`config.mk`:
```
export PLATFORM = sky130hd
export DESIGN_NAME = line_rasterizer
export DESIGN_NICKNAME = d
export VERILOG_FILES = /design/src/rtl/lr_pkg.sv /design/src/rtl/lr_ctrl.sv /design/src/rtl/lr_datapath.sv /design/src/rtl/line_rasterizer.sv
export SDC_FILE = /design/constraint.sdc
export NUM_CORES = 1
export LEC_CHECK = 0
export ABC_AREA = 1
export BUFFER_PORTS_ARGS = -buffer_cell sky130_fd_sc_hd__buf_2
export CAP_MARGIN = 20
export CORE_UTILIZATION = 55
export DETAILED_ROUTE_END_ITERATION = 7
export MAX_ROUTING_LAYER = met4
export PLACE_DENSITY = 0.73
export SLEW_MARGIN = 20
export SYNTH_ARGS = -nofsm -noshare
export SYNTH_HDL_FRONTEND = slang
export SYNTH_HIERARCHICAL = 1
export SYNTH_SLANG_ARGS = --single-unit
```
`constraint.sdc`:
```
create_clock -name i_clk -period 7.8 [get_ports i_clk]
set_input_delay 0.78 -clock i_clk [delete_from_list [all_inputs] [get_ports i_clk]]
set_output_delay 0.78 -clock i_clk [all_outputs]
set_load 0.02 [all_outputs]
```
`src/rtl/lr_pkg.sv`:
```
`timescale 1ns / 1ps

package lr_pkg;

    localparam int MAX_DIM  = 64;
    localparam int COORD_W  = $clog2(MAX_DIM);
    localparam int DIM_W    = COORD_W + 1;
    localparam int COLOUR_W = 8;
    localparam int CFG_IDX_W = 3;
    localparam int CFG_DATA_W = 8;

    typedef enum logic [CFG_IDX_W-1:0] {
        CFG_IMAGE_WIDTH  = 3'd0,
        CFG_IMAGE_HEIGHT = 3'd1,
        CFG_COLOR_RED    = 3'd2,
        CFG_COLOR_GREEN  = 3'd3,
        CFG_COLOR_BLUE   = 3'd4
    } t_cfg_idx;

    typedef enum logic [1:0] {
        ST_IDLE,
        ST_SETUP,
        ST_DRAW
    } t_state;

    // controller to datapath
    typedef struct packed {
        logic load;
        logic setup;
        logic step;
    } t_cmd;

    // datapath to controller
    typedef struct packed {
        logic out_free;
        logic last;
    } t_stat;

endpackage

```
`src/rtl/lr_ctrl.sv`:
```
`timescale 1ns / 1ps

module lr_ctrl (
    input  logic          i_clk,
    input  logic          i_rst_n,
    input  logic          i_in_valid,
    output logic          o_in_stall,
    input  lr_pkg::t_stat i_stat,
    output lr_pkg::t_cmd  o_cmd
);

    lr_pkg::t_state r_state;
    lr_pkg::t_state n_state;

    always_ff @(posedge i_clk) begin
        if (!i_rst_n) begin
            r_state <= lr_pkg::ST_IDLE;
        end else begin
            r_state <= n_state;
        end
    end

    always_comb begin
        n_state    = r_state;
        o_cmd      = '0;
        o_in_stall = 1'b1;
        case (r_state)
            lr_pkg::ST_IDLE: begin
                o_in_stall = 1'b0;
                if (i_in_valid) begin
                    o_cmd.load = 1'b1;
                    n_state    = lr_pkg::ST_SETUP;
                end
            end
            lr_pkg::ST_SETUP: begin
                o_cmd.setup = 1'b1;
                n_state     = lr_pkg::ST_DRAW;
            end
            lr_pkg::ST_DRAW: begin
                if (i_stat.out_free) begin
                    o_cmd.step = 1'b1;
                    if (i_stat.last) begin
                        n_state = lr_pkg::ST_IDLE;
                    end
                end
            end
            default: begin
                n_state = lr_pkg::ST_IDLE;
            end
        endcase
    end

endmodule

```
`src/rtl/lr_datapath.sv`:
```
`timescale 1ns / 1ps

module lr_datapath (
    input  logic                                i_clk,
    input  logic                                i_rst_n,
    input  lr_pkg::t_cmd                        i_cmd,
    output lr_pkg::t_stat                       o_stat,
    input  logic                                i_cfg_valid,
    input  logic [lr_pkg::CFG_IDX_W-1:0]        i_cfg_index,
    input  logic [lr_pkg::CFG_DATA_W-1:0]       i_cfg_data,
    input  logic [lr_pkg::COORD_W-1:0]          i_start_x,
    input  logic [lr_pkg::COORD_W-1:0]          i_start_y,
    input  logic [lr_pkg::COORD_W-1:0]          i_end_x,
    input  logic [lr_pkg::COORD_W-1:0]          i_end_y,
    input  logic                                i_out_stall,
    output logic                                o_out_valid,
    output logic [lr_pkg::COORD_W-1:0]          o_pixel_x,
    output logic [lr_pkg::COORD_W-1:0]          o_pixel_y,
    output logic [lr_pkg::COLOUR_W-1:0]         o_pixel_red,
    output logic [lr_pkg::COLOUR_W-1:0]         o_pixel_green,
    output logic [lr_pkg::COLOUR_W-1:0]         o_pixel_blue,
    output logic                                o_last_pixel,
    output logic                                o_range_error
);

    localparam logic [lr_pkg::DIM_W-1:0] MaxDim = lr_pkg::DIM_W'(lr_pkg::MAX_DIM);

    // configuration registers
    logic [lr_pkg::DIM_W-1:0]    r_width;
    logic [lr_pkg::DIM_W-1:0]    r_height;
    logic [lr_pkg::COLOUR_W-1:0] r_red;
    logic [lr_pkg::COLOUR_W-1:0] r_green;
    logic [lr_pkg::COLOUR_W-1:0] r_blue;

    // latched endpoints
    logic [lr_pkg::COORD_W-1:0]  r_x1, r_y1, r_x2, r_y2;

    // stepping state
    logic [lr_pkg::COORD_W-1:0]  r_cx, r_cy;
    logic [lr_pkg::COORD_W-1:0]  r_major, r_minor;
    logic [lr_pkg::DIM_W-1:0]    r_acc;
    logic [lr_pkg::DIM_W-1:0]    r_cnt;
    logic                        r_x_major, r_xinc, r_yinc, r_err;

    // output register
    logic                        r_out_valid;
    logic [lr_pkg::COORD_W-1:0]  r_px, r_py;
    logic [lr_pkg::COLOUR_W-1:0] r_pr, r_pg, r_pb;
    logic                        r_plast, r_perr;

    logic                        range_err;
    logic                        xlt, ylt;
    logic [lr_pkg::COORD_W-1:0]  dx, dy;
    logic [lr_pkg::DIM_W-1:0]    acc_sum;
    logic                        ovf;
    logic [lr_pkg::COORD_W-1:0]  x_step, y_step;

    always_ff @(posedge i_clk) begin
        if (!i_rst_n) begin
            r_width  <= MaxDim;
            r_height <= MaxDim;
            r_red    <= '0;
            r_green  <= '0;
            r_blue   <= '0;
        end else if (i_cfg_valid) begin
            case (i_cfg_index)
                lr_pkg::CFG_IMAGE_WIDTH:  r_width  <= i_cfg_data[lr_pkg::DIM_W-1:0];
                lr_pkg::CFG_IMAGE_HEIGHT: r_height <= i_cfg_data[lr_pkg::DIM_W-1:0];
                lr_pkg::CFG_COLOR_RED:    r_red    <= i_cfg_data;
                lr_pkg::CFG_COLOR_GREEN:  r_green  <= i_cfg_data;
                lr_pkg::CFG_COLOR_BLUE:   r_blue   <= i_cfg_data;
                default: ;
            endcase
        end
    end

    always_comb begin
        range_err = ({1'b0, r_x1} >= r_width)  || ({1'b0, r_x2} >= r_width)
                 || ({1'b0, r_x1} >= MaxDim)   || ({1'b0, r_x2} >= MaxDim)
                 || ({1'b0, r_y1} >= r_height) || ({1'b0, r_y2} >= r_height)
                 || ({1'b0, r_y1} >= MaxDim)   || ({1'b0, r_y2} >= MaxDim);
        xlt = r_x1 < r_x2;
        ylt = r_y1 < r_y2;
        dx  = xlt ? r_x2 - r_x1 : r_x1 - r_x2;
        dy  = ylt ? r_y2 - r_y1 : r_y1 - r_y2;

        acc_sum = r_acc + {1'b0, r_minor};
        ovf     = acc_sum >= {1'b0, r_major};
        x_step  = r_xinc ? r_cx + 1'b1 : r_cx - 1'b1;
        y_step  = r_yinc ? r_cy + 1'b1 : r_cy - 1'b1;
    end

    always_ff @(posedge i_clk) begin
        if (i_cmd.load) begin
            r_x1 <= i_start_x;
            r_y1 <= i_start_y;
            r_x2 <= i_end_x;
            r_y2 <= i_end_y;
        end
        if (i_cmd.setup) begin
            r_err <= range_err;
            r_acc <= '0;
            if (range_err) begin
                r_cnt <= lr_pkg::DIM_W'(1);
            end else if (r_x1 == r_x2) begin
                // vertical: walk rows upwards from the smaller one
                r_x_major <= 1'b0;
                r_yinc    <= 1'b1;
                r_xinc    <= 1'b1;
                r_major   <= dy;
                r_minor   <= '0;
                r_cx      <= r_x1;
                r_cy      <= ylt ? r_y1 : r_y2;
                r_cnt     <= {1'b0, dy} + 1'b1;
            end else if (r_y1 == r_y2) begin
                r_x_major <= 1'b1;
                r_xinc    <= 1'b1;
                r_yinc    <= 1'b1;
                r_major   <= dx;
                r_minor   <= '0;
                r_cx      <= xlt ? r_x1 : r_x2;
                r_cy      <= r_y1;
                r_cnt     <= {1'b0, dx} + 1'b1;
            end else begin
                // end point excluded: major span steps
                r_x_major <= dx >= dy;
                r_xinc    <= xlt;
                r_yinc    <= ylt;
                r_major   <= (dx >= dy) ? dx : dy;
                r_minor   <= (dx >= dy) ? dy : dx;
                r_cx      <= r_x1;
                r_cy      <= r_y1;
                r_cnt     <= {1'b0, (dx >= dy) ? dx : dy};
            end
        end
        if (i_cmd.step) begin
            r_cnt <= r_cnt - 1'b1;
            r_acc <= ovf ? acc_sum - {1'b0, r_major} : acc_sum;
            if (r_x_major) begin
                r_cx <= x_step;
                if (ovf) begin
                    r_cy <= y_step;
                end
            end else begin
                r_cy <= y_step;
                if (ovf) begin
                    r_cx <= x_step;
                end
            end
            r_px    <= r_err ? '0 : r_cx;
            r_py    <= r_err ? '0 : r_cy;
            r_pr    <= r_err ? '0 : r_red;
            r_pg    <= r_err ? '0 : r_green;
            r_pb    <= r_err ? '0 : r_blue;
            r_plast <= r_cnt == lr_pkg::DIM_W'(1);
            r_perr  <= r_err;
        end
    end

    always_ff @(posedge i_clk) begin
        if (!i_rst_n) begin
            r_out_valid <= 1'b0;
        end else if (i_cmd.step) begin
            r_out_valid <= 1'b1;
        end else if (!i_out_stall) begin
            r_out_valid <= 1'b0;
        end
    end

    assign o_stat.out_free = !r_out_valid || !i_out_stall;
    assign o_stat.last     = r_cnt == lr_pkg::DIM_W'(1);

    assign o_out_valid   = r_out_valid;
    assign o_pixel_x     = r_px;
    assign o_pixel_y     = r_py;
    assign o_pixel_red   = r_pr;
    assign o_pixel_green = r_pg;
    assign o_pixel_blue  = r_pb;
    assign o_last_pixel  = r_plast;
    assign o_range_error = r_perr;

endmodule

```
`src/rtl/line_rasterizer.sv`:
```
`timescale 1ns / 1ps

// Line rasteriser: each input item carries two endpoints and produces a run
// of pixel items in the configured colour, one per cycle while the output is
// not stalled, the final one flagged by last_pixel. A command with an
// endpoint outside the configured image gives a single item with
// range_error and last_pixel set and all other fields zero. An item is
// latched on acceptance, set up in the setup state, then drawn pixel by
// pixel (up to 64) in the single stepping unit; the next item is accepted
// the cycle after the last pixel enters the output register. Configuration
// writes are always accepted and must only be issued while the block is idle.
module line_rasterizer (
    input  logic                                i_clk,
    input  logic                                i_rst_n,
    input  logic                                i_in_valid,
    output logic                                o_in_stall,
    input  logic [lr_pkg::COORD_W-1:0]          i_start_x,
    input  logic [lr_pkg::COORD_W-1:0]          i_start_y,
    input  logic [lr_pkg::COORD_W-1:0]          i_end_x,
    input  logic [lr_pkg::COORD_W-1:0]          i_end_y,
    output logic                                o_out_valid,
    input  logic                                i_out_stall,
    output logic [lr_pkg::COORD_W-1:0]          o_pixel_x,
    output logic [lr_pkg::COORD_W-1:0]          o_pixel_y,
    output logic [lr_pkg::COLOUR_W-1:0]         o_pixel_red,
    output logic [lr_pkg::COLOUR_W-1:0]         o_pixel_green,
    output logic [lr_pkg::COLOUR_W-1:0]         o_pixel_blue,
    output logic                                o_last_pixel,
    output logic                                o_range_error,
    input  logic                                i_cfg_valid,
    output logic                                o_cfg_ready,
    input  logic [lr_pkg::CFG_IDX_W-1:0]        i_cfg_index,
    input  logic [lr_pkg::CFG_DATA_W-1:0]       i_cfg_data
);

    lr_pkg::t_cmd  cmd;
    lr_pkg::t_stat stat;

    assign o_cfg_ready = 1'b1;

    lr_ctrl u_ctrl (
        .i_clk      (i_clk),
        .i_rst_n    (i_rst_n),
        .i_in_valid (i_in_valid),
        .o_in_stall (o_in_stall),
        .i_stat     (stat),
        .o_cmd      (cmd)
    );

    lr_datapath u_datapath (
        .i_clk         (i_clk),
        .i_rst_n       (i_rst_n),
        .i_cmd         (cmd),
        .o_stat        (stat),
        .i_cfg_valid   (i_cfg_valid),
        .i_cfg_index   (i_cfg_index),
        .i_cfg_data    (i_cfg_data),
        .i_start_x     (i_start_x),
        .i_start_y     (i_start_y),
        .i_end_x       (i_end_x),
        .i_end_y       (i_end_y),
        .i_out_stall   (i_out_stall),
        .o_out_valid   (o_out_valid),
        .o_pixel_x     (o_pixel_x),
        .o_pixel_y     (o_pixel_y),
        .o_pixel_red   (o_pixel_red),
        .o_pixel_green (o_pixel_green),
        .o_pixel_blue  (o_pixel_blue),
        .o_last_pixel  (o_last_pixel),
        .o_range_error (o_range_error)
    );

endmodule
```
[Yosys cells after proc, flatten, opt, wreduce, memory -nomap -nowiden]
Cells that the tools add are included.
Word-level totals
  bits in registers: 145
  bits in latches: 0
  bits in writable memories: 0
  ROM bits: 0
  input port bits: 40
  output and inout port bits: 41
  logic and storage cells: 124
  memories: 0
Cells by class
  $add $sub $neg: 13
  multiply operators: 0
  div/mod/pow operators: 0
  magnitude comparators: 8
  eq/ne operators: 13
  shift operators: 0
  multiplexer cells: 44
  bitwise operators: 1
  reduce and logical (&&, ||, !) cells: 17
Operators with widths (number)
  two-way mux 6 bit: 23
  two-way mux 7 bit: 8
  greater-or-equal comparator 6 x 7 -> 1 bit: 4
  subtractor 6 bit: 4
  adder 6 x 1 -> 7 bit (second input constant): 2
  adder 6 x 1 -> 6 bit (second input constant): 2
  equality test 6 bit: 2
  less-than comparator 6 bit: 2
  AND reduction 2 bit: 6
  subtractor 6 x 1 -> 6 bit (second input constant): 2
  two-way mux 1 bit: 9
  adder 7 x 6 -> 7 bit: 1
  equality test 7 x 1 -> 1 bit (second input constant): 1
  greater-or-equal comparator 7 x 6 -> 1 bit: 1
  subtractor 7 x 1 -> 7 bit (second input constant): 1
  subtractor 7 x 6 -> 7 bit: 1
  equality test 3 x 2 -> 1 bit (second input constant): 2
  greater-or-equal comparator 6 bit: 1
  two-way mux 2 bit: 3
  inequality test 2 bit (second input constant): 3
  case mux 2 bit (3 select lines): 1
  logical OR 1 bit: 4
  equality test 3 x 1 -> 1 bit (second input constant): 1
  equality test 3 bit (second input constant): 1
  other kinds (10): 11

[Longest topological paths before layout]
  word-level depth: 9
  mapped depth: 24
  depth with buffers taken out: 24

[Hierarchy]
The synthesis kept the hierarchy.
Modules (own cells, without submodules)
  lr_datapath: times used 1, cells an instance 1057, area each 8794.7 um^2, seq. area each 3783.6 um^2
  lr_ctrl: times used 1, cells an instance 16, area each 122.6 um^2, seq. area each 40.0 um^2
  line_rasterizer: times used 1, cells an instance 2, area each 11.3 um^2, seq. area each 0.0 um^2

[Worst setup path before layout]
OpenSTA, ideal clock, no wires.
  path kind: reg-to-reg
  start point: reg u_datapath/r_x1[0] (netlist bit)
  end point: reg u_datapath/r_cnt[4] (netlist bit), data pin
  library setup time: 253 ps
  data arrival time: 2928 ps
  required time: 7547 ps
  setup slack: 4619 ps
  cell stages (with the launch flop): 23
  buffers on the path: 1
  period minus slack after synthesis: 3181 ps
  cells stage by stage: edfxtp_1 inv_1 ha_1 inv_1 fa_1 nand2_2 clkinv_1 nor2_2 nand2_1 nand2_2 inv_1 ha_1 nand2_1 nor2_1 o21ai_0 nand2_1 nor2_1 buf_2 nor2_1 nor2_1 nor2_1 nand3_1 nand2_1
Between the ends
  longest elaborated chain between the ends: 9
  elaborated cells on any way between the ends: 17
  those cells by class: add/sub (3); order compare (3); eq/ne (1); mux (7); reduce/logical (3)
RTL lines
  start: declaration: RTL line lr_datapath.sv:36  | logic [lr_pkg::COORD_W-1:0] r_x1, r_y1, r_x2, r_y2;
  start signal: assignment: RTL line lr_datapath.sv:95  | r_x1 <= i_start_x;
  subtractor 6 bit or less-than comparator 6 bit (tied branches): RTL line lr_datapath.sv:84, lr_datapath.sv:82
  two-way mux 6 bit: RTL line lr_datapath.sv:84  | dx = xlt ? r_x2 - r_x1 : r_x1 - r_x2;
  greater-or-equal comparator 6 bit: RTL line lr_datapath.sv:133  | r_cnt <= {1'b0, (dx >= dy) ? dx : dy};
  two-way mux 6 bit: RTL line lr_datapath.sv:133
  two-way mux 7 bit: RTL line lr_datapath.sv:115  | end else if (r_y1 == r_y2) begin
  two-way mux 7 bit: RTL line lr_datapath.sv:105  | end else if (r_x1 == r_x2) begin
  two-way mux 7 bit *: RTL line lr_datapath.sv:103  | if (range_err) begin
  two-way mux 7 bit *: RTL line lr_datapath.sv:100  | if (i_cmd.setup) begin
  two-way mux 7 bit *: RTL line lr_datapath.sv:136  | if (i_cmd.step) begin
  end signal: assignment: RTL line lr_datapath.sv:104  | r_cnt <= lr_pkg::DIM_W'(1);
  end signal: assignment: RTL line lr_datapath.sv:114  | r_cnt <= {1'b0, dy} + 1'b1;
  end signal: assignment: RTL line lr_datapath.sv:137  | r_cnt <= r_cnt - 1'b1;
  end: declaration: RTL line lr_datapath.sv:42  | logic [lr_pkg::DIM_W-1:0] r_cnt;
Every way passes the cells marked *; elsewhere a longest branch is shown, timed or not. The select of a mux whose other input is x is not followed.
A chain may end at the register's enable or synchronous reset.

[Worst setup path after layout]
  start point: reg u_datapath/r_x1[0] (netlist bit)
  end point: reg u_datapath/r_major[5] (netlist bit), data pin
Between the ends
  longest elaborated chain between the ends: 6
  elaborated cells on any way between the ends: 9
  those cells by class: add/sub (2); order compare (2); eq/ne (1); mux (4)
RTL lines
  subtractor 6 bit or less-than comparator 6 bit (tied branches): RTL line lr_datapath.sv:84, lr_datapath.sv:82
  two-way mux 6 bit: RTL line lr_datapath.sv:84
  greater-or-equal comparator 6 bit: RTL line lr_datapath.sv:129  | r_major <= (dx >= dy) ? dx : dy;
  two-way mux 6 bit: RTL line lr_datapath.sv:129
  two-way mux 6 bit: RTL line lr_datapath.sv:115
  two-way mux 6 bit *: RTL line lr_datapath.sv:105
  end signal: assignment: RTL line lr_datapath.sv:110  | r_major <= dy;
  end signal: assignment: RTL line lr_datapath.sv:129
  end: declaration: RTL line lr_datapath.sv:40  | logic [lr_pkg::COORD_W-1:0] r_major, r_minor;
Every way passes the cells marked *; elsewhere a longest branch is shown, timed or not.

==> run_results.csv <==
group,metric,value,unit
worst_setup_path,critical_path.endpoint_type,"flip-flop",
worst_setup_path,r2r_start,"u_datapath/r_x1[0]$_DFFE_PP_",
routing,drc,0,
worst_setup_path,arrival,4.12,ns
worst_setup_path,critPathRequiredTime,8.10,ns
power_and_ir_drop,power,2.715,mW
sta,maxSlewViolCount,0,
min_path,hp-class,"flip-flop to flip-flop",
layout,postLayoutCellArea,10010,µm²
logic_synthesis,synth_cells,1075,
layout,insertedDiodeCount,0,
worst_setup_path,path_cells,"inv_1, ha_1, inv_1, fa_1, nand2_2, clkinv_1, nor2_2, nand2_1, nand2_2, inv_2, ha_1, nand2_1, nor2_1, o21ai_0, nand2_1, nor2_1, nand2_1, o21ai_0, nor2_1, o21ai_0, nand2_1, inv_1",
logic_synthesis,yosysSeqAreaShare,42.83,%
clocking,clockRootBuffer,"clkbuf_16",
clocking,cts_buffers,17,
sta,finalSetupViolCount,0,
clocking,cts_sinks,145,
clocking,cts.clk_slew.worst_paths,0.06,ns
clocking,postCtsHoldBufs,0,
die,num_rows,46,
sta,finalHoldViolations,0,
worst_setup_path,crit_top_cell,"nand2_1",
place,dp.cells,1344,
status,status,"completed",
place,placed_cell_area,9462,µm²
grt,antenna_found_initial,0,
logic_synthesis,ys.warnings.count,6,
power_and_ir_drop,p_leak,4.649,nW
sta,fin_skew,0.009141,ns
routing,routedWlPerCell,14.44,µm
die,coreArea,15890,µm²
flow_run,drv_cap,0,
sta,fin_tns_setup,0,ns
grt,gr-total-overflow,0,
grt,track_usage,26.34,%
die,die_area,16750,µm²
die,die_h,129.4,µm
min_path,min_to,"u_datapath/r_green[4]$_SDFFE_PN0P_",
layout,multi_input_area,4327,µm²
routing,vias,7145,
sta,max_slew_margin,43.57,%
routing,vias_per_cell,5.193,
worst_setup_path,setup.worst_path.start,"u_datapath/r_x1[0]$_DFFE_PP_",
logic_synthesis,synth_fp_nets,1199,
die,die_x,129.4,µm
routing,first_iter_violations,587,
routing,postRouteAntennaNets,0,
sta,max_freq,262.1,MHz
worst_setup_path,cpMaxStageDelayCell,"nor2_1",
worst_setup_path,rr_endpoint,"u_datapath/r_major[5]$_DFFE_PP_",
grt,grt_pass1_vias,6619,
worst_setup_path,critPathMaxStageDelay,0.59,ns
logic_synthesis,syn_avg_cell_area,8.306,µm²
die,io_pins,81,
sta,min_period_over_period,48.92,%
layout,layout.nets,1271,
worst_setup_path,critPathKind,"flip-flop to flip-flop",
layout,fill_cells,1415,
place,hpwl,15140,µm
layout,drive_gt1_share,13.88,%
sta,fin_crit,3.815,ns
logic_synthesis,synth_top_flop_cell,"edfxtp_1",
die,start_util,56.21,%
worst_setup_path,cp_max_fo,12,
clocking,cts_tree,"built",
clocking,cts.repair.resized,0,
worst_setup_path,critPathLaunchType,"flip-flop",
layout,final_cells,1376,
sta,tightestPinTransition,0.8433,ns
logic_synthesis,ys_types,49,
place,io_buffers,79,
power_and_ir_drop,cellPowerDensity,271.1,nW/µm²
clocking,post_cts_buffers,0,
clocking,cts-htree-levels,4,
clocking,clk_latency,0.43,ns
logic_synthesis,netlist_area,8929,µm²
place,place_congestion,0.9369,
grt,grt_max_degree,49,
grt,grt_pass1_wl,32550,µm
sta,worst_slack,3.985,ns
power_and_ir_drop,ir_drop,0.0001610,V
logic_synthesis,ys_ff_latch,145,
min_path,worst_hold_startpoint,"u_datapath/r_green[4]$_SDFFE_PN0P_",
logic_synthesis,synth-edff-count,92,
layout,seq_area,3824,µm²
worst_setup_path,r2r_cells,22,
worst_setup_path,worst-r2r-setup-slack,3.98,ns
clocking,cts.path.max_buffers,2,
place,pre_cts_ws,4.069,ns
routing,route.final.wire_length,19870,µm
sta,rsz0062_at_grt,"false",
min_path,holdPathStages,2,
routing,dr.pass1.iters,5,
layout,syn_to_final_growth,12.15,%
logic_synthesis,synth-async-reset-ratio,0,%
## where the power goes
group	internal [mW]	switching, mW
Clock	0.418	0.342
Sequential	0.939	0.0550
Combinational	0.349	0.612
## placed cells by master, fill, tap and decap left out, types with 18 or more instances in the layout
cell type,instances
nand2_1,214
dfxtp_1,53
edfxtp_1,92
buf_2,79
ha_1,76
o21ai_0,66
inv_1,158
nand3_1,40
nor2_1,111
a21oi_1,78
nand4_1,18
## critical path, delay by kind of cell (launching register included)
kind / cells / cell delay [ns]
compound gates: 3 / 0.37
fa+ha+maj: 3 / 0.89
buf+inv: 5 / 0.35
flops: 1 / 0.42
simple gates: 11 / 1.66
## worst max path at each step
stage                                      end  slack (ns)  cells past startpoint
3_5_place_dp   u_datapath/r_major[5]$_DFFE_PP_        4.07                     21
4_1_cts        u_datapath/r_major[5]$_DFFE_PP_        4.04                     22
3_3_place_gp   u_datapath/r_major[5]$_DFFE_PP_        4.19                     21
5_1_grt        u_datapath/r_major[5]$_DFFE_PP_        3.56                     22
6_report       u_datapath/r_major[5]$_DFFE_PP_        3.98                     22
2_1_floorplan    u_datapath/r_cnt[4]$_DFFE_PP_        4.62                     22
## kinds of logic (layout without fill, tap and decap cells)
kind of cell               Yosys count  after routing  synth area share [%]
and+or+nand+nor                    430            430                 21.36
buffers and inverters              195            280                 8.801
other                                1              1               0.04200
xor gates and xnor gates            24             24                 2.354
DFF                                145            145                 42.83
adders and majority gates           84             84                 12.44
AOI/OAI and AO/OA                  196            196                 12.18
## flip-flops by register name (all words and copies together), names as in the netlist, 7 cells and up
register                  count
u_datapath/r_cnt              7
u_datapath/r_red              8
u_datapath/o_pixel_green      8
u_datapath/r_acc              7
u_datapath/o_pixel_red        8
u_datapath/r_height           7
u_datapath/o_pixel_blue       8
u_datapath/r_width            7
u_datapath/r_blue             8
u_datapath/r_green            8
## synth_stat cells, types with 4 or more instances
master,n,share of area (%)
o21ai_0,66,3.7
xnor2_1,10,0.98
ha_1,76,11
o21a_1,4,0.34
nor3_1,4,0.22
clkbuf_1,16,0.67
fa_1,8,1.8
inv_1,158,6.6
nand4_1,18,1.3
a21oi_1,78,4.4
nand3_1,40,2.2
edfxtp_1,92,31
nand2_1,214,9.0
buf_6,4,0.50
dfxtp_1,53,12
nand2_4,4,0.50
inv_2,6,0.25
o21ai_1,13,0.73
buf_4,5,0.42
o211ai_1,13,1.1
buf_2,4,0.22
nor2_1,112,4.7
nand2_2,17,1.2
xor2_1,14,1.4
## routing by layer
| layer | up-vias | global-route usage (%) | wire (µm) |
|---|---|---|---|
| met5 | - | - | 0 |
| met4 | 0 | 7.934 | 267 |
| met3 | 25 | 4.418 | 1012 |
| met2 | 188 | 40.99 | 9188 |
| met1 | 3241 | 35.37 | 9399 |
| li1 | 3691 | - | - |
## through the flow
step	hold WS, ns	utilization, %
after global placement	0.4400	59.53
after global routing	0.4723	63.04
final	0.4556	63.04
after floorplan	0.4244	-
after CTS	0.4551	63.04
after detailed placement	0.4462	59.56
## area by class of cell
class                      instances  area share (%)
clock buffer                      18           4.286
clock inverter                    14           1.225
inverter                         166           6.223
multi-input combinational        735           43.21
sequential                       145           38.19
tap                              216           2.699
timing repair buffer              82           4.173
(Power assumes the default switching activity.)
